### config.mk
export PLATFORM = sky130hd
export DESIGN_NAME = rlse_regs
export DESIGN_NICKNAME = d
export VERILOG_FILES = /design/src/hw/rtl/rlse_pkg.sv /design/src/hw/rtl/rlse_regs.sv
export SDC_FILE = /design/constraint.sdc
export NUM_CORES = 1
export LEC_CHECK = 0
export BUFFER_PORTS_ARGS = -buffer_cell sky130_fd_sc_hd__buf_2
export CAP_MARGIN = 0
export CORE_UTILIZATION = 42
export CTS_CLUSTER_DIAMETER = 30
export DETAILED_ROUTE_END_ITERATION = 10
export PLACE_DENSITY = 0.8
export SLEW_MARGIN = 10
export SYNTH_ARGS = -nofsm -noshare
export SYNTH_HDL_FRONTEND = slang
export SYNTH_SLANG_ARGS = --single-unit
### constraint.sdc
create_clock -name clk -period 2 [get_ports clk]
set_input_delay 0.6 -clock clk [delete_from_list [all_inputs] [get_ports clk]]
set_output_delay 0.6 -clock clk [all_outputs]
set_load 0.02 [all_outputs]
### src/hw/rtl/rlse_pkg.sv
// rlse_pkg: shared constants, types and codes for the rgb led strip spi encoder
// used by every rtl file of the block; depends on nothing
`timescale 1ns / 1ps
`default_nettype none

package rlse_pkg;

  localparam int LED_COUNT_DEF      = 64;
  localparam int PREAMBLE_BYTES_DEF = 120;

  localparam int INDEX_W    = 10;
  localparam int CHAN_W     = 8;
  localparam int PIX_W      = 3 * CHAN_W;
  localparam int BIT_W      = 5;
  localparam int MODE_W     = 2;
  localparam int PERMILLE_W = 10;
  localparam int PAT_W      = 8;
  localparam int PROD_W     = CHAN_W + PERMILLE_W;

  localparam int APB_ADDR_W = 4;
  localparam int APB_DATA_W = 32;

  localparam logic [BIT_W-1:0]      BIT_TOP       = 5'd23;
  localparam logic [PERMILLE_W-1:0] PERMILLE_FULL = 10'd1000;
  localparam logic [CHAN_W-1:0]     DIV_MAX       = 8'd255;

  localparam logic CMD_SET  = 1'b0;
  localparam logic CMD_PULL = 1'b1;

  localparam logic [MODE_W-1:0] MODE_NONE     = 2'd0;
  localparam logic [MODE_W-1:0] MODE_FIXED    = 2'd1;
  localparam logic [MODE_W-1:0] MODE_PRESERVE = 2'd2;

  localparam logic [1:0] REG_MODE     = 2'd0;
  localparam logic [1:0] REG_PERMILLE = 2'd1;
  localparam logic [1:0] REG_ZERO_PAT = 2'd2;
  localparam logic [1:0] REG_ONE_PAT  = 2'd3;

  localparam logic [MODE_W-1:0]     MODE_RST     = MODE_PRESERVE;
  localparam logic [PERMILLE_W-1:0] PERMILLE_RST = 10'd5;
  localparam logic [PAT_W-1:0]      ZERO_PAT_RST = 8'd96;
  localparam logic [PAT_W-1:0]      ONE_PAT_RST  = 8'd248;

  typedef struct packed {
    logic [MODE_W-1:0]     mode;
    logic [PERMILLE_W-1:0] permille;
    logic [PAT_W-1:0]      zero_pat;
    logic [PAT_W-1:0]      one_pat;
  } cfg_t;

  typedef enum logic [2:0] {
    DSEL_C,
    DSEL_D,
    DSEL_G,
    DSEL_R,
    DSEL_B
  } dsel_t;

  typedef enum logic [3:0] {
    ST_CLEAR,
    ST_IDLE,
    ST_PULL_RD,
    ST_PULL_OUT,
    ST_SET_MUL,
    ST_SET_SCALE,
    ST_DIV_D,
    ST_DIV_G,
    ST_DIV_R,
    ST_DIV_B,
    ST_SET_WR
  } state_t;

  typedef struct packed {
    logic  clr_en;
    logic  take;
    logic  mul_en;
    logic  div_start;
    dsel_t div_sel;
    logic  div_latch;
    logic  mem_wr;
    logic  mem_rd;
    logic  out_load;
  } ctrl_cmd_t;

  typedef struct packed {
    logic clr_done;
    logic in_range;
    logic div_busy;
    logic div_done;
    logic out_busy;
  } ctrl_status_t;

endpackage

`default_nettype wire

### src/hw/rtl/rlse_regs.sv
// rlse_regs: apb configuration registers (mode, permille, bit patterns)
// depends on rlse_pkg
`timescale 1ns / 1ps
`default_nettype none

module rlse_regs import rlse_pkg::*; (
  input  wire logic                  clk,
  input  wire logic                  rst,
  input  wire logic                  psel,
  input  wire logic                  penable,
  input  wire logic                  pwrite,
  input  wire logic [APB_ADDR_W-1:0] paddr,
  input  wire logic [APB_DATA_W-1:0] pwdata,
  output logic      [APB_DATA_W-1:0] prdata,
  output logic                       pready,
  output cfg_t                       cfg
);

  logic       wr_en;
  logic [1:0] reg_sel;

  assign wr_en   = psel && penable && pwrite;
  assign reg_sel = paddr[3:2];
  assign pready  = 1'b1;

  always_ff @(posedge clk) begin
    if (rst) begin
      cfg.mode     <= MODE_RST;
      cfg.permille <= PERMILLE_RST;
      cfg.zero_pat <= ZERO_PAT_RST;
      cfg.one_pat  <= ONE_PAT_RST;
    end else if (wr_en) begin
      unique case (reg_sel)
        REG_MODE:     cfg.mode     <= pwdata[MODE_W-1:0];
        REG_PERMILLE: cfg.permille <= pwdata[PERMILLE_W-1:0];
        REG_ZERO_PAT: cfg.zero_pat <= pwdata[PAT_W-1:0];
        REG_ONE_PAT:  cfg.one_pat  <= pwdata[PAT_W-1:0];
        default:      cfg.mode     <= cfg.mode;
      endcase
    end
  end

  always_comb begin
    unique case (reg_sel)
      REG_MODE:     prdata = APB_DATA_W'(cfg.mode);
      REG_PERMILLE: prdata = APB_DATA_W'(cfg.permille);
      REG_ZERO_PAT: prdata = APB_DATA_W'(cfg.zero_pat);
      REG_ONE_PAT:  prdata = APB_DATA_W'(cfg.one_pat);
      default:      prdata = '0;
    endcase
  end

endmodule

`default_nettype wire

==> Flow_metrics.wiki <==
{| class="wikitable"
! Metric !! Value
|-
| Slowest stage delay, CP || 0.23 ns
|-
| Hold EP || cfg[11]$_SDFFE_PP0P_
|-
| Placer Congestion || 0.742
|-
| Port Buf Inserts || 54
|-
| Final number of max-transition violations || 0
|-
| Critical Path Source Type || input port
|-
| Dominant cell type by area after synthesis || sky130_fd_sc_hd__dfxtp_1
|-
| Pre-CTS WS || -0.144 ns
|-
| H-Tree Depth || 1
|-
| Largest voltage drop on the vdd net || 0.282 mV
|-
| Worst reg2reg path startpoint || cfg[21]$_SDFFE_PP0P_
|-
| Register area share after synthesis || 35.6%
|-
| Largest register FFs || 28
|-
| Fraction of final layout cells with drive strength greater than 1 || 39.5%
|-
| Via count of the first global-routing pass || 1192
|-
| Top post-synthesis cells by area || sky130_fd_sc_hd__dfxtp_1 36%, sky130_fd_sc_hd__mux2i_1 14%, sky130_fd_sc_hd__buf_4 13%
|-
| Pleak || 0.944 nW
|-
| RR Endpoint || cfg[21]$_SDFFE_PP0P_
|-
| Most frequently used cell type in the post-synthesis netlist || sky130_fd_sc_hd__dfxtp_1
|-
| Power density cells || 581 mW/mm2
|-
| Per-cell via count in the routed design || 4.67
|-
| Total grt overflow || 0
|-
| Register bank with the most flops || cfg
|-
| Synth Area in Compound Gates || 8.27%
|-
| Register-to-register path setup slack || 1.23 ns
|-
| Clock Latency Late Sink || 0.27 ns
|-
| Placeable Area || 0.00347 mm2
|-
| Min-delay src || cfg[11]$_SDFFE_PP0P_
|-
| Clock Tree Buf Depth || 2
|-
| Count of buffer and inverter cells on the critical path || 3
|-
| Regs by FF count || cfg x28
|-
| Category of cells accounting for the largest share of critical-path delay || buffers and inverters
|-
| Clock Pin Slew Worst Setup and Hold Paths || 0.09 ns
|-
| Unrepaired setup endpoints after global routing || true
|-
| Sequence of cells on the critical path || buf_12 -> nor2b_1 -> buf_4 -> a22o_1 -> buf_6
|-
| Ys async rst share || 0%
|-
| Syn Inst Count || 160
|-
| Final critical path time including I/O delays and setup || 1.98 ns
|-
| Share of the synthesized netlist area taken by xor and xnor gates || 0%
|-
| Cells on Worst Hold Path || 2
|-
| TritonCTS clock tree || done
|-
| Worst hold path class || register to register
|-
| Post-route cell area || 0.00193 mm2
|-
| Max FO, Critical Path || 10
|-
| Post-route DRC || 0
|-
| Number of synthesized flops with an enable pin || 0
|-
| Clock root buffer || sky130_fd_sc_hd__clkbuf_8
|-
| CTS Buf Count || 3
|-
| Total vias in the final route || 1220
|-
| Dominant combinational cell family by area after synthesis || multiplexers
|-
| Slew at the pin with the worst max-slew slack || 0.567 ns
|-
| Clk sinks || 28
|-
| Synth-to-layout area growth || 22.8%
|-
| Post-synthesis sequential element count || 28
|-
| Cell area reported after detailed placement || 0.00180 mm2
|-
| Adder-cell area share of the yosys netlist || 0%
|-
| Crit Path Class || input port to primary output
|-
| Iteration-0 DRC Markers || 25
|-
| Leading register cell type out of synthesis || sky130_fd_sc_hd__dfxtp_1
|-
| All-Layer GR Usage || 17.1%
|-
| Num ports || 102
|-
| Average instance area after synthesis || 9.84 um2
|-
| Proportion of synthesized area in mux cells || 21.1%
|-
| Simple-gate share of the synthesized area || 18.8%
|-
| Smallest setup slack after layout || 0.0181 ns
|-
| Wire per inst || 12.4 um
|-
| Row count || 21
|-
| Iteration count of the initial detailed-routing pass || 4
|-
| Die area || 0.00400 mm2
|-
| Endpoint kind of the worst setup timing path || primary output
|-
| Max transition margin || 62.2%
|-
| First-pass GRT wire length || 5530 um
|-
| Chip height || 63.2 um
|-
| Power consumption || 1.12 mW
|-
| Warnings, synthesis || 0
|-
| Status || finished, final reports clean
|-
| Slowest cell on the critical path || sky130_fd_sc_hd__a22o_1
|-
| Die Span X || 63.2 um
|-
| Final hold vios || 0
|-
| Final WL || 3230 um
|-
| Synth top area share || 35.6%
|-
| Estimated wirelength of the detail-placed design || 2390 um
|-
| Maximum number of pins on one net before global-route repair || 41
|-
| Worst-case reg-to-reg path depth || 2
|-
| Number of setup violations in the final report || 0
|-
| Fmax || 0.505 GHz
|-
| Count of cell types in the netlist || 25
|-
| Max-cap violation count || 0
|-
| Arrival time reported for the critical path endpoint || 1.38 ns
|-
| Top cell types by occurrence after synthesis || 28 x sky130_fd_sc_hd__dfxtp_1, 27 x sky130_fd_sc_hd__buf_4, 22 x sky130_fd_sc_hd__mux2i_1
|-
| Starting Density || 45.4%
|-
| Share of the clock period used by the worst path after layout || 99.1%
|-
| Synthesized area || 0.00157 mm2
|-
| Nets || 257
|-
| Post-route core utilization || 55.7%
|-
| Antenna diode instance count || 0
|-
| Required time of the worst setup path || 1.40 ns
|-
| Number of antenna violations at the first check in global routing || 0
|-
| Antenna viol nets, final || 0
|-
| Clock skew after layout || 0 ns
|}
-- worst register-to-register path: cells and delay by family, from the launching register on --
| family | cells | cell delay [ns] |
|---|---|---|
| flip-flops | 1 | 0.36 |
| AO/OA/AOI/OAI | 2 | 0.35 |
-- cells by family after synthesis --
logic type	Yosys count
AND/OR/NAND/NOR	50
buffers and inverters	34
multiplexers	30
flip-flops	28
AO/OA/AOI/OAI	16
other	2
-- cell type report --
class / count / area, um2
sequential: 28 / 561
tap: 46 / 57.6
clock buffer: 4 / 55.1
timing repair buffer: 64 / 410
fill: 328 / 1540
multi-input combinational: 119 / 850
-- placed cells by master (no fill, tap or decap), drive strengths merged, types with 2 or more instances in the layout --
master  netlist  final
a22o          6      6
mux4          2      2
nand2b       20     20
nand3         6      6
a21bo         4      4
and3          4      4
conb          2     23
clkbuf        4      4
and2          2      2
a21oi         4      4
a211o         2      2
mux2          6      6
nor2         14     14
dfxtp        28     28
mux2i        22     22
buf          30     64
-- repair_timing --
item	4_1_cts	5_1_grt
gates cloned	0	0
hold buffers	0	0
resized for setup	17	4
setup buffers	0	1
pin swaps	3	3
setup endpoints to repair	10	7
-- per-layer routing --
metal	wire (um)	track usage, %	vias up
met1	1440	21.3	575
met3	142	3.26	2
met5	0	0	-
li1	-	-	604
met2	1620	29.6	39
met4	18	5.11	0
-- worst max path at each step --
stage	endpoint	slack, ns	from	cells past startpoint
finish	prdata[7]	0.02	paddr[2]	5
global route	prdata[7]	-0.006	paddr[2]	5
CTS	prdata[4]	0.0006	paddr[2]	5
detailed placement	prdata[2]	-0.14	paddr[2]	5
global placement	prdata[7]	-0.13	paddr[2]	4
floorplan	prdata[2]	0.07	paddr[2]	3
-- report_power, final --
group          switching, mW  total, mW  internal [mW]  leakage, nW
clock                  0.169      0.345          0.176       0.0288
sequential           0.00542      0.570          0.565        0.226
combinational          0.124      0.208         0.0841        0.689
total                  0.299       1.12          0.825        0.944
-- per-stage QoR --
| step | setup TNS, ns | std cells | hold slack, ns |
|---|---|---|---|
| 2_1_floorplan | 0 | 181 | 0.555 |
| 3_3_place_gp | -1.03 | 256 | 0.474 |
| 3_5_place_dp | -1.16 | 256 | 0.477 |
| 4_1_cts | 0 | 260 | 0.492 |
| 5_1_grt | -0.0111 | 261 | 0.513 |
| 6_report | 0 | 261 | 0.489 |
Power figures use the tool's default switching activity.
