### src/hw/rtl/rlse_pkg.sv
// rlse_pkg: shared constants, types and codes for the rgb led strip spi encoder
// used by every rtl file of the block; depends on nothing
`timescale 1ns / 1ps
`default_nettype none

package rlse_pkg;

  localparam int LED_COUNT_DEF      = 64;
  localparam int PREAMBLE_BYTES_DEF = 120;

  localparam int INDEX_W    = 10;
  localparam int CHAN_W     = 8;
  localparam int PIX_W      = 3 * CHAN_W;
  localparam int BIT_W      = 5;
  localparam int MODE_W     = 2;
  localparam int PERMILLE_W = 10;
  localparam int PAT_W      = 8;
  localparam int PROD_W     = CHAN_W + PERMILLE_W;

  localparam int APB_ADDR_W = 4;
  localparam int APB_DATA_W = 32;

  localparam logic [BIT_W-1:0]      BIT_TOP       = 5'd23;
  localparam logic [PERMILLE_W-1:0] PERMILLE_FULL = 10'd1000;
  localparam logic [CHAN_W-1:0]     DIV_MAX       = 8'd255;

  localparam logic CMD_SET  = 1'b0;
  localparam logic CMD_PULL = 1'b1;

  localparam logic [MODE_W-1:0] MODE_NONE     = 2'd0;
  localparam logic [MODE_W-1:0] MODE_FIXED    = 2'd1;
  localparam logic [MODE_W-1:0] MODE_PRESERVE = 2'd2;

  localparam logic [1:0] REG_MODE     = 2'd0;
  localparam logic [1:0] REG_PERMILLE = 2'd1;
  localparam logic [1:0] REG_ZERO_PAT = 2'd2;
  localparam logic [1:0] REG_ONE_PAT  = 2'd3;

  localparam logic [MODE_W-1:0]     MODE_RST     = MODE_PRESERVE;
  localparam logic [PERMILLE_W-1:0] PERMILLE_RST = 10'd5;
  localparam logic [PAT_W-1:0]      ZERO_PAT_RST = 8'd96;
  localparam logic [PAT_W-1:0]      ONE_PAT_RST  = 8'd248;

  typedef struct packed {
    logic [MODE_W-1:0]     mode;
    logic [PERMILLE_W-1:0] permille;
    logic [PAT_W-1:0]      zero_pat;
    logic [PAT_W-1:0]      one_pat;
  } cfg_t;

  typedef enum logic [2:0] {
    DSEL_C,
    DSEL_D,
    DSEL_G,
    DSEL_R,
    DSEL_B
  } dsel_t;

  typedef enum logic [3:0] {
    ST_CLEAR,
    ST_IDLE,
    ST_PULL_RD,
    ST_PULL_OUT,
    ST_SET_MUL,
    ST_SET_SCALE,
    ST_DIV_D,
    ST_DIV_G,
    ST_DIV_R,
    ST_DIV_B,
    ST_SET_WR
  } state_t;

  typedef struct packed {
    logic  clr_en;
    logic  take;
    logic  mul_en;
    logic  div_start;
    dsel_t div_sel;
    logic  div_latch;
    logic  mem_wr;
    logic  mem_rd;
    logic  out_load;
  } ctrl_cmd_t;

  typedef struct packed {
    logic clr_done;
    logic in_range;
    logic div_busy;
    logic div_done;
    logic out_busy;
  } ctrl_status_t;

endpackage

`default_nettype wire

### src/hw/rtl/rlse_div.sv
// rlse_div: radix-2 restoring divider, one quotient bit per cycle
// depends on rlse_pkg for operand widths
`timescale 1ns / 1ps
`default_nettype none

module rlse_div import rlse_pkg::*; (
  input  wire logic                  clk,
  input  wire logic                  rst,
  input  wire logic                  start,
  input  wire logic [PROD_W-1:0]     dividend,
  input  wire logic [PERMILLE_W-1:0] divisor,
  output logic                       busy,
  output logic                       done,
  output logic      [PROD_W-1:0]     quotient
);

  localparam int CNT_W = $clog2(PROD_W);
  localparam logic [CNT_W-1:0] CNT_LAST = CNT_W'(PROD_W - 1);

  logic [CNT_W-1:0]      cnt;
  logic [PERMILLE_W-1:0] rem;
  logic [PERMILLE_W-1:0] dsr;
  logic [PERMILLE_W:0]   rem_sh;
  logic [PERMILLE_W:0]   rem_sub;
  logic                  q_bit;

  assign rem_sh  = {rem, quotient[PROD_W-1]};
  assign q_bit   = rem_sh >= {1'b0, dsr};
  assign rem_sub = q_bit ? (rem_sh - {1'b0, dsr}) : rem_sh;

  always_ff @(posedge clk) begin
    if (rst) begin
      busy <= 1'b0;
      done <= 1'b0;
      cnt  <= '0;
    end else begin
      done <= 1'b0;
      if (start && !busy) begin
        busy <= 1'b1;
        cnt  <= '0;
      end else if (busy) begin
        cnt <= cnt + 1'b1;
        if (cnt == CNT_LAST) begin
          busy <= 1'b0;
          done <= 1'b1;
        end
      end
    end
  end

  always_ff @(posedge clk) begin
    if (start && !busy) begin
      rem      <= '0;
      dsr      <= divisor;
      quotient <= dividend;
    end else if (busy) begin
      rem      <= rem_sub[PERMILLE_W-1:0];
      quotient <= {quotient[PROD_W-2:0], q_bit};
    end
  end

endmodule

`default_nettype wire

### src/hw/rtl/rlse_dp.sv
// rlse_dp: datapath with pixel memory, dimming arithmetic, frame counters
// and output register; depends on rlse_pkg and rlse_div
`timescale 1ns / 1ps
`default_nettype none

module rlse_dp import rlse_pkg::*; #(
  parameter int LED_COUNT      = LED_COUNT_DEF,
  parameter int PREAMBLE_BYTES = PREAMBLE_BYTES_DEF
) (
  input  wire logic               clk,
  input  wire logic               rst,
  input  wire ctrl_cmd_t          cmd,
  output ctrl_status_t            status,
  input  wire cfg_t               cfg,
  input  wire logic [INDEX_W-1:0] in_led_index,
  input  wire logic [CHAN_W-1:0]  in_red,
  input  wire logic [CHAN_W-1:0]  in_green,
  input  wire logic [CHAN_W-1:0]  in_blue,
  input  wire logic               out_ready,
  output logic                    out_valid,
  output logic      [PAT_W-1:0]   out_spi_byte,
  output logic                    out_last
);

  localparam int LED_AW = (LED_COUNT > 1) ? $clog2(LED_COUNT) : 1;
  localparam int PRE_W  = $clog2(PREAMBLE_BYTES + 1);
  localparam logic [LED_AW-1:0]  LED_LAST  = LED_AW'(LED_COUNT - 1);
  localparam logic [PRE_W-1:0]   PRE_LAST  = PRE_W'(PREAMBLE_BYTES - 1);
  localparam logic [INDEX_W:0]   LED_LIMIT = (INDEX_W + 1)'(LED_COUNT);

  localparam int                 RECIP_W    = 17;
  localparam int                 RECIP_SH   = 26;
  localparam int                 SCALE_W    = PROD_W + RECIP_W;
  localparam logic [RECIP_W-1:0] RECIP_1000 = 17'd67109;

  logic [LED_AW-1:0] idx_q;
  logic [CHAN_W-1:0] r_q, g_q, b_q;
  logic [CHAN_W-1:0] m_c, m_q;
  logic [PROD_W-1:0] prod_q;
  logic [CHAN_W-1:0] c_q, d_q;
  logic [CHAN_W-1:0] gd_q, rd_q, bd_q;

  logic [PROD_W-1:0]     dvd;
  logic [PERMILLE_W-1:0] dvs;
  logic [PROD_W-1:0]     quot;
  logic                  div_busy, div_done;

  logic [SCALE_W-1:0] scale_full;
  logic [CHAN_W:0]    c_raw, c_nz;
  logic [CHAN_W-1:0]  c_calc, d_calc;

  logic [PIX_W-1:0]  mem [LED_COUNT];
  logic [PIX_W-1:0]  rd_word;
  logic [LED_AW-1:0] wr_addr;
  logic [PIX_W-1:0]  wr_data;
  logic [LED_AW-1:0] clr_cnt;

  logic              in_pre;
  logic [PRE_W-1:0]  pre_cnt;
  logic [LED_AW-1:0] led_cnt;
  logic [BIT_W-1:0]  bit_cnt;
  logic              frame_last;

  // smallest nonzero channel, zero when all are zero
  always_comb begin
    m_c = r_q;
    if ((g_q != '0) && ((m_c == '0) || (g_q < m_c))) m_c = g_q;
    if ((b_q != '0) && ((m_c == '0) || (b_q < m_c))) m_c = b_q;
  end

  always_ff @(posedge clk) begin
    if (cmd.take) begin
      idx_q <= in_led_index[LED_AW-1:0];
      r_q   <= in_red;
      g_q   <= in_green;
      b_q   <= in_blue;
    end
    if (cmd.mul_en) begin
      m_q    <= m_c;
      prod_q <= PROD_W'(m_c) * PROD_W'(cfg.permille);
    end
  end

  always_comb begin
    unique case (cmd.div_sel)
      DSEL_C: begin
        dvd = '0;
        dvs = '0;
      end
      DSEL_D: begin
        if (cfg.mode == MODE_FIXED) begin
          dvd = PROD_W'(PERMILLE_FULL);
          dvs = cfg.permille;
        end else begin
          dvd = PROD_W'(m_q);
          dvs = PERMILLE_W'(c_q);
        end
      end
      DSEL_G: begin
        dvd = PROD_W'(g_q);
        dvs = PERMILLE_W'(d_q);
      end
      DSEL_R: begin
        dvd = PROD_W'(r_q);
        dvs = PERMILLE_W'(d_q);
      end
      DSEL_B: begin
        dvd = PROD_W'(b_q);
        dvs = PERMILLE_W'(d_q);
      end
      default: begin
        dvd = '0;
        dvs = '0;
      end
    endcase
  end

  rlse_div u_div (
    .clk      (clk),
    .rst      (rst),
    .start    (cmd.div_start),
    .dividend (dvd),
    .divisor  (dvs),
    .busy     (div_busy),
    .done     (div_done),
    .quotient (quot)
  );

  // c = max(1, m*p/1000) limited to m; the /1000 is a reciprocal multiply,
  // exact over the whole product range
  assign scale_full = SCALE_W'(prod_q) * SCALE_W'(RECIP_1000);
  assign c_raw      = scale_full[RECIP_SH +: CHAN_W + 1];
  assign c_nz       = (c_raw == '0) ? (CHAN_W + 1)'(1) : c_raw;
  assign c_calc     = (c_nz > {1'b0, m_q}) ? m_q : c_nz[CHAN_W-1:0];

  always_comb begin
    unique case (cfg.mode)
      MODE_FIXED: begin
        if (cfg.permille == '0) d_calc = DIV_MAX;
        else if (quot > PROD_W'(DIV_MAX)) d_calc = DIV_MAX;
        else if (quot == '0) d_calc = CHAN_W'(1);
        else d_calc = quot[CHAN_W-1:0];
      end
      MODE_PRESERVE: begin
        d_calc = (m_q == '0) ? CHAN_W'(1) : quot[CHAN_W-1:0];
      end
      default: d_calc = CHAN_W'(1);
    endcase
  end

  always_ff @(posedge clk) begin
    if (cmd.div_latch) begin
      unique case (cmd.div_sel)
        DSEL_C:  c_q  <= c_calc;
        DSEL_D:  d_q  <= d_calc;
        DSEL_G:  gd_q <= quot[CHAN_W-1:0];
        DSEL_R:  rd_q <= quot[CHAN_W-1:0];
        DSEL_B:  bd_q <= quot[CHAN_W-1:0];
        default: c_q  <= c_q;
      endcase
    end
  end

  // pixel memory, cleared by a sweep after reset
  assign wr_addr = cmd.clr_en ? clr_cnt : idx_q;
  assign wr_data = cmd.clr_en ? '0 : {gd_q, rd_q, bd_q};

  always_ff @(posedge clk) begin
    if (cmd.mem_wr) mem[wr_addr] <= wr_data;
  end

  always_ff @(posedge clk) begin
    if (cmd.mem_rd) rd_word <= mem[led_cnt];
  end

  always_ff @(posedge clk) begin
    if (rst) clr_cnt <= '0;
    else if (cmd.clr_en) clr_cnt <= clr_cnt + 1'b1;
  end

  // frame position as preamble count, led and bit within the led
  assign frame_last = !in_pre && (bit_cnt == '0) && (led_cnt == LED_LAST);

  always_ff @(posedge clk) begin
    if (rst) begin
      in_pre  <= 1'b1;
      pre_cnt <= '0;
      led_cnt <= '0;
      bit_cnt <= BIT_TOP;
    end else if (cmd.out_load) begin
      if (in_pre) begin
        if (pre_cnt == PRE_LAST) in_pre <= 1'b0;
        else pre_cnt <= pre_cnt + 1'b1;
      end else if (bit_cnt == '0) begin
        bit_cnt <= BIT_TOP;
        if (led_cnt == LED_LAST) begin
          led_cnt <= '0;
          in_pre  <= 1'b1;
          pre_cnt <= '0;
        end else begin
          led_cnt <= led_cnt + 1'b1;
        end
      end else begin
        bit_cnt <= bit_cnt - 1'b1;
      end
    end
  end

  always_ff @(posedge clk) begin
    if (rst) out_valid <= 1'b0;
    else if (cmd.out_load) out_valid <= 1'b1;
    else if (out_ready) out_valid <= 1'b0;
  end

  always_ff @(posedge clk) begin
    if (cmd.out_load) begin
      if (in_pre) out_spi_byte <= '0;
      else out_spi_byte <= rd_word[bit_cnt] ? cfg.one_pat : cfg.zero_pat;
      out_last <= frame_last;
    end
  end

  assign status.clr_done = (clr_cnt == LED_LAST);
  assign status.in_range = ({1'b0, in_led_index} < LED_LIMIT);
  assign status.div_busy = div_busy;
  assign status.div_done = div_done;
  assign status.out_busy = out_valid && !out_ready;

endmodule

`default_nettype wire

### config.mk
export PLATFORM = sky130hd
export DESIGN_NAME = rlse_dp
export DESIGN_NICKNAME = d
export VERILOG_FILES = /design/src/hw/rtl/rlse_pkg.sv /design/src/hw/rtl/rlse_div.sv /design/src/hw/rtl/rlse_dp.sv
export SDC_FILE = /design/constraint.sdc
export NUM_CORES = 2
export LEC_CHECK = 0
export ABC_AREA = 1
export BUFFER_PORTS_ARGS = -buffer_cell sky130_fd_sc_hd__buf_2
export CAP_MARGIN = 30
export CORE_MARGIN = 5
export CORE_UTILIZATION = 40
export DETAILED_ROUTE_END_ITERATION = 10
export GPL_ROUTABILITY_DRIVEN = 0
export PLACE_DENSITY = 0.6
export RECOVER_POWER = 100
export SETUP_SLACK_MARGIN = 0.05
export SYNTH_ARGS = -nofsm -noshare
export SYNTH_HDL_FRONTEND = slang
export SYNTH_SLANG_ARGS = --single-unit
### constraint.sdc
create_clock -name clk -period 19.11 [get_ports clk]
set_input_delay 3.822 -clock clk [delete_from_list [all_inputs] [get_ports clk]]
set_output_delay 3.822 -clock clk [all_outputs]
set_load 0.05 [all_outputs]
==> metrics <==
CTS Buf Count=177; CTS Buffer Depth=3; Post-synth EDFFs=1,693; critical path type=reg -> reg; die area=0.198 sq mm; static leakage=29.2 nW; max frequency=79.0 MHz; Post-Syn Instances=6,119; Ports=91; Critical Path Fanout Max=125; CTS resizes=0; WP data arrival=13,210 ps; post-synthesis compound-gate area fraction=0.119; Final period util=0.663; clock root cell=clkbuf_16; DRC Markers=0; Synth Cell Area=0.0755 sq mm; GRT overflow=0; DRT iter0 DRCs=4,891; Post-Synth Simple-Gate Area=0.0939; crit end category=register; Pwr per Cell Area=154 mW/mm^2; First-pass DRT Iterations=5; Via density=5.54; cts hold-fix bufs=0; violated checks=max-capacitance violations, max-slew violations; outcome=finished, violations left; clock-pin slew on the worst setup and hold paths=70 ps; Hold Slack=468 ps; filler-free cell count of the finished design=8,827; CTS sink cnt=1,736; RSZ-0062 raised after global routing=no; Total GRT Usage=0.200; Avg Synthesized Cell Area=12.3 sq um; multiplexer area fraction after synthesis=0; core area=0.188 sq mm; total number of vias=48,900; maxcap violations=96; Main synth FF type=edfxtp_1; register area share after synthesis=0.684; commonest non-fill, non-tap cell in the layout=edfxtp_1; Routed WL=202 mm; count of unique library cells instantiated by Yosys=46; CTS H-tree depth=4; minimum clock period=12,660 ps; hold crit path type=reg -> reg; CP Launch Type=register; main combinational cell family by area after synthesis=compound AO/OA/AOI/OAI gates; first-pass GRT wire length=301 mm; flops & latches, synth=1,736; Initial Util=0.402; Die H=445 microns; Synth Net Count=6,513; Synth Area in XOR/XNOR=0.00301; Die Wd=445 microns; wire per inst=22.9 microns; post-DP HPWL=118 mm; skew final=70.6 ps; number of global-route vias before repair=46,800; final net count=6,573; placed cells=8,495; PortBufs=90; # rows=159; Synth Warn #=0; Slew @ Worst Pin=4730 ps; Pins Over Slew Limit=3,476; initial antenna violation count=6; final hold violation count=0; Synth Area in Adders=0.0621; Area Growth Syn to Fin=11.6%; layout cells sized above 1=0.0698; Final setup viols=0; setup TNS=0 ps; Post-CTS Repair Setup Buffers=0; clk_lat worst skew=830 ps; Peak VDD IR=0.000350 V; worst endpoint required time=19,650 ps; CTS tree=done; slew margin rel.=-2.17; asr flop ratio synth=0; largest net degree at the start of global routing=197; ANT nets after route=0; commonest cells after routing, fill and taps aside=edfxtp_1 (1,693), nor2_1 (946), o21ai_0 (886)
==> through the flow <==
stage | total power (W) | util | setup WS, ps | instance area [sq um]
after floorplan | 0.00847 | - | 9910 | 75500
after global placement | 0.00969 | 0.422 | 10780 | 79200
after detailed placement | 0.00971 | 0.422 | 10820 | 79300
after CTS | 0.0131 | 0.451 | 10810 | 84800
after global routing | 0.0141 | 0.449 | 5740 | 84300
final | 0.0130 | 0.449 | 6450 | 84300
==> worst paths after layout <==
check | start | depth (start not counted) | endpoint | slack, ps
worst max-delay path | led_cnt[1]$_SDFFE_PP0P_ | 10 | rd_word[8]$_DFFE_PP_ | 6450
worst min-delay path | pre_cnt[6]$_SDFFE_PP0P_ | 2 | pre_cnt[6]$_SDFFE_PP0P_ | 470
worst max register to register | led_cnt[1]$_SDFFE_PP0P_ | 10 | rd_word[8]$_DFFE_PP_ | 6450
worst min register to register | pre_cnt[6]$_SDFFE_PP0P_ | 2 | pre_cnt[6]$_SDFFE_PP0P_ | 470
==> worst max-delay path, cell delays in order (launching register included) <==
cell        delay [ps]
dfxtp_1           1780
clkinvlp_2        4880
clkbuf_1          1900
clkbuf_1          1380
buf_4              740
o21ai_0            170
o22ai_1             90
o211ai_1           340
nand3_1            320
o21ai_0            500
a21oi_1            120
==> routing by layer <==
metal  vias up  GRT usage  part of all wire
met4         2     0.0874             0.045
met3       351     0.0293             0.065
li1      22500          -                 -
met5         -          0          0.000064
met2      1666      0.326              0.47
met1     24400      0.269              0.42
==> kinds of logic after synthesis <==
kind of cell	after synthesis
adder cells (fa/ha/maj)	318
buffers and inverters	747
XOR/XNOR	26
AND/OR/NAND/NOR	1744
AO/OA/AOI/OAI	1548
flip-flops	1736
==> synthesized netlist by cell type, types with 5 or more instances <==
cell type,number,share of area
inv_1,393,0.020
o221ai_1,157,0.018
o22ai_1,242,0.020
a31oi_1,43,0.0036
a21o_1,8,0.00080
o211ai_1,42,0.0042
o31ai_1,5,0.00050
xor2_1,19,0.0022
o21ai_1,8,0.00053
o21ai_0,884,0.059
fa_1,95,0.025
edfxtp_1,1693,0.67
a221o_1,13,0.0017
clkinv_1,10,0.00050
nor3_1,41,0.0027
a21oi_1,121,0.0080
ha_1,223,0.037
nand2_1,404,0.020
nand2_2,16,0.0013
xnor2_1,7,0.00081
nor2_1,1028,0.051
nand4_1,49,0.0041
buf_1,15,0.00075
nand3_1,174,0.012
dfxtp_1,43,0.011
clkbuf_1,302,0.015
o21a_1,8,0.00080
buf_2,22,0.0015
nor4_1,15,0.0012
==> sequential cells by signal, summed over array words and instances (netlist names), 10 cells and up <==
register        cells
mem              1536
u_div.dsr          10
prod_q             18
u_div.quotient     18
u_div.rem          10
rd_word            24
==> final cells by class <==
| class | instances | area [sq um] |
|---|---|---|
| repair buffers | 223 | 1110 |
| flip-flops and latches | 1736 | 51700 |
| fillers | 17000 | 104000 |
| well taps | 2495 | 3120 |
| clock inverters | 111 | 840 |
| diodes | 4 | 10.0 |
| inverters | 405 | 1530 |
| clock buffers | 217 | 4690 |
| multi-input cells | 3636 | 21300 |
==> power by group <==
part / switching [W] / internal [W]
registers: 0.000106 / 0.00434
logic: 0.00326 / 0.00197
clock network: 0.00144 / 0.00187
(Power assumes the default switching activity.)
