`src/hw/rtl/rlse_pkg.sv`:
```
// rlse_pkg: shared constants, types and codes for the rgb led strip spi encoder
// used by every rtl file of the block; depends on nothing
`timescale 1ns / 1ps
`default_nettype none

package rlse_pkg;

  localparam int LED_COUNT_DEF      = 64;
  localparam int PREAMBLE_BYTES_DEF = 120;

  localparam int INDEX_W    = 10;
  localparam int CHAN_W     = 8;
  localparam int PIX_W      = 3 * CHAN_W;
  localparam int BIT_W      = 5;
  localparam int MODE_W     = 2;
  localparam int PERMILLE_W = 10;
  localparam int PAT_W      = 8;
  localparam int PROD_W     = CHAN_W + PERMILLE_W;

  localparam int APB_ADDR_W = 4;
  localparam int APB_DATA_W = 32;

  localparam logic [BIT_W-1:0]      BIT_TOP       = 5'd23;
  localparam logic [PERMILLE_W-1:0] PERMILLE_FULL = 10'd1000;
  localparam logic [CHAN_W-1:0]     DIV_MAX       = 8'd255;

  localparam logic CMD_SET  = 1'b0;
  localparam logic CMD_PULL = 1'b1;

  localparam logic [MODE_W-1:0] MODE_NONE     = 2'd0;
  localparam logic [MODE_W-1:0] MODE_FIXED    = 2'd1;
  localparam logic [MODE_W-1:0] MODE_PRESERVE = 2'd2;

  localparam logic [1:0] REG_MODE     = 2'd0;
  localparam logic [1:0] REG_PERMILLE = 2'd1;
  localparam logic [1:0] REG_ZERO_PAT = 2'd2;
  localparam logic [1:0] REG_ONE_PAT  = 2'd3;

  localparam logic [MODE_W-1:0]     MODE_RST     = MODE_PRESERVE;
  localparam logic [PERMILLE_W-1:0] PERMILLE_RST = 10'd5;
  localparam logic [PAT_W-1:0]      ZERO_PAT_RST = 8'd96;
  localparam logic [PAT_W-1:0]      ONE_PAT_RST  = 8'd248;

  typedef struct packed {
    logic [MODE_W-1:0]     mode;
    logic [PERMILLE_W-1:0] permille;
    logic [PAT_W-1:0]      zero_pat;
    logic [PAT_W-1:0]      one_pat;
  } cfg_t;

  typedef enum logic [2:0] {
    DSEL_C,
    DSEL_D,
    DSEL_G,
    DSEL_R,
    DSEL_B
  } dsel_t;

  typedef enum logic [3:0] {
    ST_CLEAR,
    ST_IDLE,
    ST_PULL_RD,
    ST_PULL_OUT,
    ST_SET_MUL,
    ST_SET_SCALE,
    ST_DIV_D,
    ST_DIV_G,
    ST_DIV_R,
    ST_DIV_B,
    ST_SET_WR
  } state_t;

  typedef struct packed {
    logic  clr_en;
    logic  take;
    logic  mul_en;
    logic  div_start;
    dsel_t div_sel;
    logic  div_latch;
    logic  mem_wr;
    logic  mem_rd;
    logic  out_load;
  } ctrl_cmd_t;

  typedef struct packed {
    logic clr_done;
    logic in_range;
    logic div_busy;
    logic div_done;
    logic out_busy;
  } ctrl_status_t;

endpackage

`default_nettype wire

```
`src/hw/rtl/rlse_ctrl.sv`:
```
// rlse_ctrl: controller state machine sequencing clear, pull and set-pixel
// depends on rlse_pkg
`timescale 1ns / 1ps
`default_nettype none

module rlse_ctrl import rlse_pkg::*; (
  input  wire logic         clk,
  input  wire logic         rst,
  input  wire logic         in_valid,
  input  wire logic         in_cmd,
  output logic              in_ready,
  input  wire ctrl_status_t status,
  output ctrl_cmd_t         cmd
);

  state_t state, state_next;

  always_ff @(posedge clk) begin
    if (rst) state <= ST_CLEAR;
    else state <= state_next;
  end

  always_comb begin
    state_next = state;
    unique case (state)
      ST_CLEAR:     if (status.clr_done) state_next = ST_IDLE;
      ST_IDLE: begin
        if (in_valid) begin
          if (in_cmd == CMD_PULL) state_next = ST_PULL_RD;
          else if (status.in_range) state_next = ST_SET_MUL;
        end
      end
      ST_PULL_RD:   state_next = ST_PULL_OUT;
      ST_PULL_OUT:  if (!status.out_busy) state_next = ST_IDLE;
      ST_SET_MUL:   state_next = ST_SET_SCALE;
      ST_SET_SCALE: state_next = ST_DIV_D;
      ST_DIV_D:     if (status.div_done) state_next = ST_DIV_G;
      ST_DIV_G:     if (status.div_done) state_next = ST_DIV_R;
      ST_DIV_R:     if (status.div_done) state_next = ST_DIV_B;
      ST_DIV_B:     if (status.div_done) state_next = ST_SET_WR;
      ST_SET_WR:    state_next = ST_IDLE;
      default:      state_next = ST_CLEAR;
    endcase
  end

  always_comb begin
    in_ready      = 1'b0;
    cmd.clr_en    = 1'b0;
    cmd.take      = 1'b0;
    cmd.mul_en    = 1'b0;
    cmd.div_start = 1'b0;
    cmd.div_sel   = DSEL_C;
    cmd.div_latch = 1'b0;
    cmd.mem_wr    = 1'b0;
    cmd.mem_rd    = 1'b0;
    cmd.out_load  = 1'b0;
    unique case (state)
      ST_CLEAR: begin
        cmd.clr_en = 1'b1;
        cmd.mem_wr = 1'b1;
      end
      ST_IDLE: begin
        in_ready = 1'b1;
        cmd.take = in_valid && (in_cmd == CMD_SET) && status.in_range;
      end
      ST_PULL_RD:  cmd.mem_rd = 1'b1;
      ST_PULL_OUT: cmd.out_load = !status.out_busy;
      ST_SET_MUL:  cmd.mul_en = 1'b1;
      ST_SET_SCALE: begin
        cmd.div_sel   = DSEL_C;
        cmd.div_latch = 1'b1;
      end
      ST_DIV_D, ST_DIV_G, ST_DIV_R, ST_DIV_B: begin
        unique case (state)
          ST_DIV_G: cmd.div_sel = DSEL_G;
          ST_DIV_R: cmd.div_sel = DSEL_R;
          ST_DIV_B: cmd.div_sel = DSEL_B;
          default:  cmd.div_sel = DSEL_D;
        endcase
        cmd.div_start = !status.div_busy && !status.div_done;
        cmd.div_latch = status.div_done;
      end
      ST_SET_WR:   cmd.mem_wr = 1'b1;
      default:     in_ready = 1'b0;
    endcase
  end

endmodule

`default_nettype wire

```
`config.mk`:
```
export PLATFORM = sky130hd
export DESIGN_NAME = rlse_ctrl
export DESIGN_NICKNAME = d
export VERILOG_FILES = /design/src/hw/rtl/rlse_pkg.sv /design/src/hw/rtl/rlse_ctrl.sv
export SDC_FILE = /design/constraint.sdc
export NUM_CORES = 1
export LEC_CHECK = 0
export BUFFER_PORTS_ARGS = -buffer_cell sky130_fd_sc_hd__buf_2
export CELL_PAD_IN_SITES_DETAIL_PLACEMENT = 0
export CELL_PAD_IN_SITES_GLOBAL_PLACEMENT = 1
export CORE_MARGIN = 8
export CORE_UTILIZATION = 32
export CTS_BUF_LIST = sky130_fd_sc_hd__clkbuf_8 sky130_fd_sc_hd__clkbuf_16
export CTS_CLUSTER_DIAMETER = 80
export DETAILED_ROUTE_END_ITERATION = 8
export PLACE_DENSITY_LB_ADDON = 0.1
export SLEW_MARGIN = 20
export SYNTH_ARGS = -nofsm -noshare
export SYNTH_HDL_FRONTEND = slang
export SYNTH_SLANG_ARGS = --single-unit
```
`constraint.sdc`:
```
create_clock -name clk -period 3.9 [get_ports clk]
set_clock_uncertainty 0.2 [all_clocks]
set_input_delay 0.195 -clock clk [delete_from_list [all_inputs] [get_ports clk]]
set_output_delay 0.195 -clock clk [all_outputs]
set_load 0.01 [all_outputs]
```
==> flow_metrics.py, run 1 <==
metrics = {
    "job": {
        "max-cap-violations": 0,
    },
    "pwr": {
        "p_sw_uw": 176.2,
        "p_int_uw": 224.0,
        "p_leak_uw": 0.0002865,
        "sw_frac_of_total_pct": 44.03,
        "vdd_drop_max_uv": 283.6,
        "power_frac_seq_pct": 23.8,
        "p_comb_share_pct": 54.7,
        "pwr-share-clk_pct": 21.5,
        "power.density_nw_per_um2": 664.9,
    },
    "critical_path": {
        "critPathRequiredTime_ns": 3.80,
        "worstSetupEndpointType": "flip-flop",
        "crit_arrival_ns": 2.17,
        "critPathMaxFanout": 13,
        "cp-start-kind": "flip-flop",
        "worstSetupPathType": "flip-flop to flip-flop",
    },
    "die": {
        "ios": 21,
        "core_um2": 1436,
        "fp.dieW_um": 54.24,
        "rows": 14,
        "die-area_um2": 2942,
        "dieHeight_um": 54.24,
        "initial_core_util_pct": 32.58,
    },
    "logic_synthesis": {
        "synth_edf_count": 0,
        "synthCells": 68,
        "ys_ff_latch": 4,
        "synth_area_leaders": "dfxtp_1 17%, nor2_1 8.8%, nand2b_1 6.7%",
        "synthMostInstantiatedCell": "nor2_1",
        "syn_area_um2": 467.9,
        "synth_area_per_cell_um2": 6.882,
        "syn_nets": 77,
        "synthFlopType": "dfxtp_1",
        "synth_top_area_cell": "dfxtp_1",
        "synth_top_area_share_pct": 17.11,
        "async_flop_share_pct": 0,
        "synth_cell_type_count": 32,
        "yosysSeqAreaShare_pct": 17.11,
        "ys_top_cells_by_count": "11 x nor2_1, 5 x nand2b_1",
        "yosys_warnings": 0,
    },
    "clock_tree": {
        "clk_pin_slew_worst_paths_ns": 0.03,
        "cts_sinks": 4,
        "root_buffer": "clkbuf_8",
        "cts_buffer_depth": 2,
        "cts-buffers-inserted": 3,
        "insertion_delay_ns": 0.21,
        "cts_setup_buffers": 0,
        "cts_tree": "built",
        "htreeDepth": 1,
    },
    "grt": {
        "antenna_found_initial": 0,
        "grt_pass1_wl_um": 2180,
        "overflow": 0,
        "first_global_vias": 493,
        "grt_max_degree": 19,
        "grt_usage_pct": 9.423,
    },
    "routing": {
        "viasPerCell": 5.500,
        "vias": 561,
        "wl_per_cell_um": 13.43,
        "drt_iter0_drc": 11,
        "routed_wirelength_um": 1370,
        "drc": 0,
        "ant_nets": 0,
        "first_pass_iters": 4,
    },
    "finish": {
        "synthToLayoutAreaGrowth_pct": 28.61,
        "drive_above_1_share_pct": 29.07,
        "max_flop_register": "state",
        "finalNetCount": 97,
        "diodes": 0,
        "largest_reg_flops": 4,
        "top_regs": "state x4",
    },
    "placement": {
        "place_ws_ns": 1.643,
        "gp_congestion": 0.7400,
        "port_buffers": 20,
        "hpwlAfterDp_um": 1031,
    },
    "sta": {
        "rsz0062_at_grt": "false",
        "hold_ws_ns": 0.2677,
        "finalWorstSetupSlack_ns": 1.636,
        "setup_viol": 0,
        "max_slew.worst_pin.slew_ns": 0.6163,
        "fin_crit_sh_pct": 58.06,
        "fin_tns_setup_ns": 0,
        "drv_slew": 0,
        "fmax_mhz": 441.7,
        "finalHoldViolCount": 0,
        "relSlewSlack_pct": 58.91,
        "min_period_ns": 2.264,
    },
    "min_path": {
        "min_path_type": "input port to flip-flop",
    },
    "status": {
        "status": "finished clean",
    },
}
-- cell type report --
class / count / area (µm²)
fill: 161 / 834.6
multi-input combinational: 54 / 335.3
timing repair buffer: 21 / 110.1
sequential: 4 / 80.08
clock buffer: 3 / 41.29
tap: 16 / 20.02
inverter: 4 / 15.01
-- critical path, cell delays in order, from the launching register on --
cell,delay (ns)
dfxtp_1,0.55
or4b_4,0.52
or3_1,0.44
and3_4,0.24
a32o_1,0.20
-- cell usage in the layout, fill, tap and decap left out, drive strengths merged --
cell and n:
a22oi 1, a32o 1, dlygate4sd3 1, a211oi 2
o21ai 1, buf 20, nand2b 5, mux2i 1
dfxtp 4, nor2 11, o2111ai 2, and2 1
a32oi 1, or3 1, a31oi 2, nor2b 3
or2 1, nor3 4, a41oi 1, inv 4
nand4 1, or4b 1, nand2 4, a31o 1
nor4b 1, a21oi 2, o22ai 1, nor3b 1
clkbuf 3, a21o 1, and3 1, nor4 1
a2111oi 1
-- through the flow --
stage               utilization [%]  cells  total power [µW]  area, µm²
floorplan                         -     68             258.5      467.9
global placement              38.33     98             317.3      550.5
detailed placement            38.33     98             315.3      550.5
CTS                           41.90    102             404.3      601.8
global route                  41.90    102             435.3      601.8
finish                        41.90    102             400.2      601.8
-- layer usage --
| layer | vias up | share of wire [%] | routed length (µm) | GRT usage [%] |
|---|---|---|---|---|
| li1 | 288 | - | - | - |
| met1 | 262 | 46 | 627 | 11.30 |
| met2 | 11 | 48 | 656 | 15.84 |
| met3 | 0 | 6.3 | 86 | 2.989 |
| met4 | 0 | 0 | 0 | 2.459 |
| met5 | - | 0 | 0 | 0 |
-- path summary, 6_finish.rpt --
| path | slack, ns | endpoint | cells after the start | start |
|---|---|---|---|---|
| setup / recovery | 1.64 | state[3] | 4 | state[0] |
| hold / removal | 0.27 | state[2] | 4 | in_cmd |
| setup reg to reg | 1.64 | state[3] | 4 | state[0] |
| hold reg to reg | 0.56 | state[3] | 1 | state[3] |
-- kinds of logic after synthesis --
kind of cell / synth area share [%]
simple gates: 42.52
buf+inv: 11.23
compound gates: 27.01
mux: 2.139
flops: 17.11
-- what timing repair did --
item                                   CTS  global route
resized for setup                        0             0
hold buffers                             1             0
endpoints found under the hold margin    1             0
-- power groups by stage --
stage	clock, µW	sequential, µW	combinational [µW]
finish	85.8	95.4	219
global route	91.2	99.3	245
CTS	87.7	94.5	222
detailed placement	0	94.7	221
global placement	0	93.4	224
floorplan	0	60.7	198
No activity file was read; power rests on OpenSTA's default activity.
==> run 2: changes to the inputs <==
--- a/config.mk
+++ b/config.mk
@@ -8,8 +8,9 @@
 export BUFFER_PORTS_ARGS = -buffer_cell sky130_fd_sc_hd__buf_2
 export CELL_PAD_IN_SITES_DETAIL_PLACEMENT = 0
 export CELL_PAD_IN_SITES_GLOBAL_PLACEMENT = 1
+export CORE_ASPECT_RATIO = 0.8
 export CORE_MARGIN = 8
-export CORE_UTILIZATION = 32
+export CORE_UTILIZATION = 27
 export CTS_BUF_LIST = sky130_fd_sc_hd__clkbuf_8 sky130_fd_sc_hd__clkbuf_16
 export CTS_CLUSTER_DIAMETER = 80
 export DETAILED_ROUTE_END_ITERATION = 8
==> constraint.sdc (replaced) <==
create_clock -name clk -period 2.05 [get_ports clk]
set_clock_uncertainty 0.2 [all_clocks]
set_input_delay 0.1025 -clock clk [delete_from_list [all_inputs] [get_ports clk]]
set_output_delay 0.1025 -clock clk [all_outputs]
set_load 0.01 [all_outputs]
==> run 2 against run 1 <==
Effect of this change: final cell count increased by 13%; flip-flop and latch count stayed put; worst hold slack worse by 0.10 ns; critical path depth unchanged; first-iteration DRC count is 9.1% lower; critical endpoint unchanged; largest cell class unchanged.
==> flow_metrics.py, run 2 (synthesis gave the netlist of run 1 again) <==
metrics = {
    "sta": {
        "fin_tns_setup_ns": 0,
        "fmax_mhz": 508.0,
        "setup_viol": 0,
        "min_period_ns": 1.968,
        "drv_slew": 0,
        "hold_ws_ns": 0.1645,
        "max_slew.worst_pin.slew_ns": 0.4033,
        "relSlewSlack_pct": 72.42,
        "rsz0062_at_grt": "false",
        "fin_crit_sh_pct": 96.02,
        "finalHoldViolCount": 0,
    },
    "critical_path": {
        "critPathMaxFanout": 4,
        "rr_startpoint": "state[1]",
        "r2r_end": "state[3]",
        "cpPeakStageDelay_ns": 0.55,
        "rrSetupSlack_ns": 0.08,
        "critPathSlowestCell": "or4b_4",
        "crit_arrival_ns": 1.87,
        "worstSetupEndpointType": "flip-flop",
        "worstSetupPathType": "flip-flop to flip-flop",
        "cp-start-kind": "flip-flop",
        "critPathRequiredTime_ns": 1.95,
        "path_cells": "or4b_4 -> or3_4 -> and3_4 -> a32o_1",
        "reg2reg_depth": 4,
    },
    "clock_tree": {
        "root_buffer": "clkbuf_8",
        "cts_tree": "built",
        "htreeDepth": 1,
        "clk_pin_slew_worst_paths_ns": 0.03,
        "cts_sinks": 4,
        "cts-buffers-inserted": 3,
        "cts_setup_buffers": 0,
        "insertion_delay_ns": 0.22,
        "cts_buffer_depth": 2,
    },
    "finish": {
        "max_flop_register": "state",
        "top_regs": "state x4",
        "mostFrequentLayoutCell": "buf_2",
        "finalNetCount": 104,
        "final_area_um2": 674.4,
        "diodes": 0,
        "drive_above_1_share_pct": 36.56,
        "fillers": 194,
        "synthToLayoutAreaGrowth_pct": 44.12,
        "final_cell_mix": "20 x buf_2, 11 x nor2_1, 7 x buf_4",
        "largest_reg_flops": 4,
        "final_cells": 115,
    },
    "placement": {
        "port_buffers": 20,
        "post-place-cells": 111,
        "placed_area_um2": 610.6,
        "hpwlAfterDp_um": 1125,
        "gp_congestion": 0.7546,
    },
    "min_path": {
        "worstHoldEndpoint": "state[0]",
        "worstHoldPathCells": 4,
        "min_from": "status[3]",
        "min_path_type": "input port to flip-flop",
    },
    "die": {
        "core_um2": 1627,
        "rows": 13,
        "die-area_um2": 3330,
        "initial_core_util_pct": 28.77,
        "dieHeight_um": 53.24,
        "ios": 21,
        "fp.dieW_um": 62.55,
    },
    "routing": {
        "drc": 0,
        "viasPerCell": 4.974,
        "ant_nets": 0,
        "drt_iter0_drc": 10,
        "first_pass_iters": 4,
        "wl_per_cell_um": 13.17,
        "routed_wirelength_um": 1514,
        "vias": 572,
    },
    "status": {
        "status": "finished clean",
    },
    "grt": {
        "gr-usage-met1_pct": 12.72,
        "overflow": 0,
        "grt_max_degree": 18,
        "first_global_vias": 578,
        "grt_pass1_wl_um": 2622,
        "top_usage_layer": "met2",
        "grt_usage_pct": 9.605,
        "grt_use_met3_pct": 3.579,
        "grt_use_met2_pct": 14.41,
        "antenna_found_initial": 0,
    },
    "job": {
        "max-cap-violations": 0,
    },
    "pwr": {
        "vdd_drop_max_uv": 751.1,
        "p_leak_uw": 0.0003240,
        "power.density_nw_per_um2": 1233,
    },
}
run 2: cell types whose count changed in the layout (fill, tap and decap cells not counted):
cell,delta
or3_1,-1
or3_4,+1
buf_4,+7
a32oi_2,+1
a32oi_1,-1
run 2: power breakdown:
group | switching [µW] | internal [µW]
Sequential | 10.1 | 101
Combinational | 305 | 252
Clock | 38.6 | 125
run 2: worst max path at each step:
| stage | startpoint | end | slack, ns | depth (start not counted) |
|---|---|---|---|---|
| after floorplan | state[2] | state[3] | -0.006 | 6 |
| after global routing | state[1] | state[3] | 0.04 | 4 |
| after CTS | state[1] | state[3] | 0.04 | 4 |
| final | state[1] | state[3] | 0.08 | 4 |
| after global placement | state[1] | state[3] | 0.09 | 4 |
| after detailed placement | state[1] | state[3] | 0.06 | 4 |
run 2: critical path, delay by kind of cell, from the launching register on:
kind / cells / cell delay (ns)
simple gates: 3 / 1.16
flops: 1 / 0.30
compound gates: 1 / 0.19
run 2: layout make-up:
class,count,area [µm²],area share [%]
tap,22,27.53,4.082
multi-input combinational,54,347.8,51.58
timing repair buffer,28,162.7,24.12
inverter,4,15.01,2.226
sequential,4,80.08,11.87
clock buffer,3,41.29,6.122
run 2: routing by layer:
metal / share of wire, % / vias up
li1: - / 298
met1: 51 / 261
met2: 44 / 13
met3: 4.5 / 0
met4: 0 / 0
met5: 0 / -
run 2: stage by stage:
stage	util (%)	total power [µW]	setup WS, ns
after floorplan	-	492.5	-0.006044
after global placement	37.54	651.1	0.09050
after detailed placement	37.54	651.9	0.05529
after CTS	40.69	821.0	0.04063
after global routing	41.46	913.5	0.03904
final	41.46	831.7	0.08155
run 2: repair_timing:
action | CTS | global route
hold buffers | 1 | 0
endpoints found under the hold margin | 3 | 0
setup endpoints to repair | 0 | 3
gates resized for setup | 0 | 2
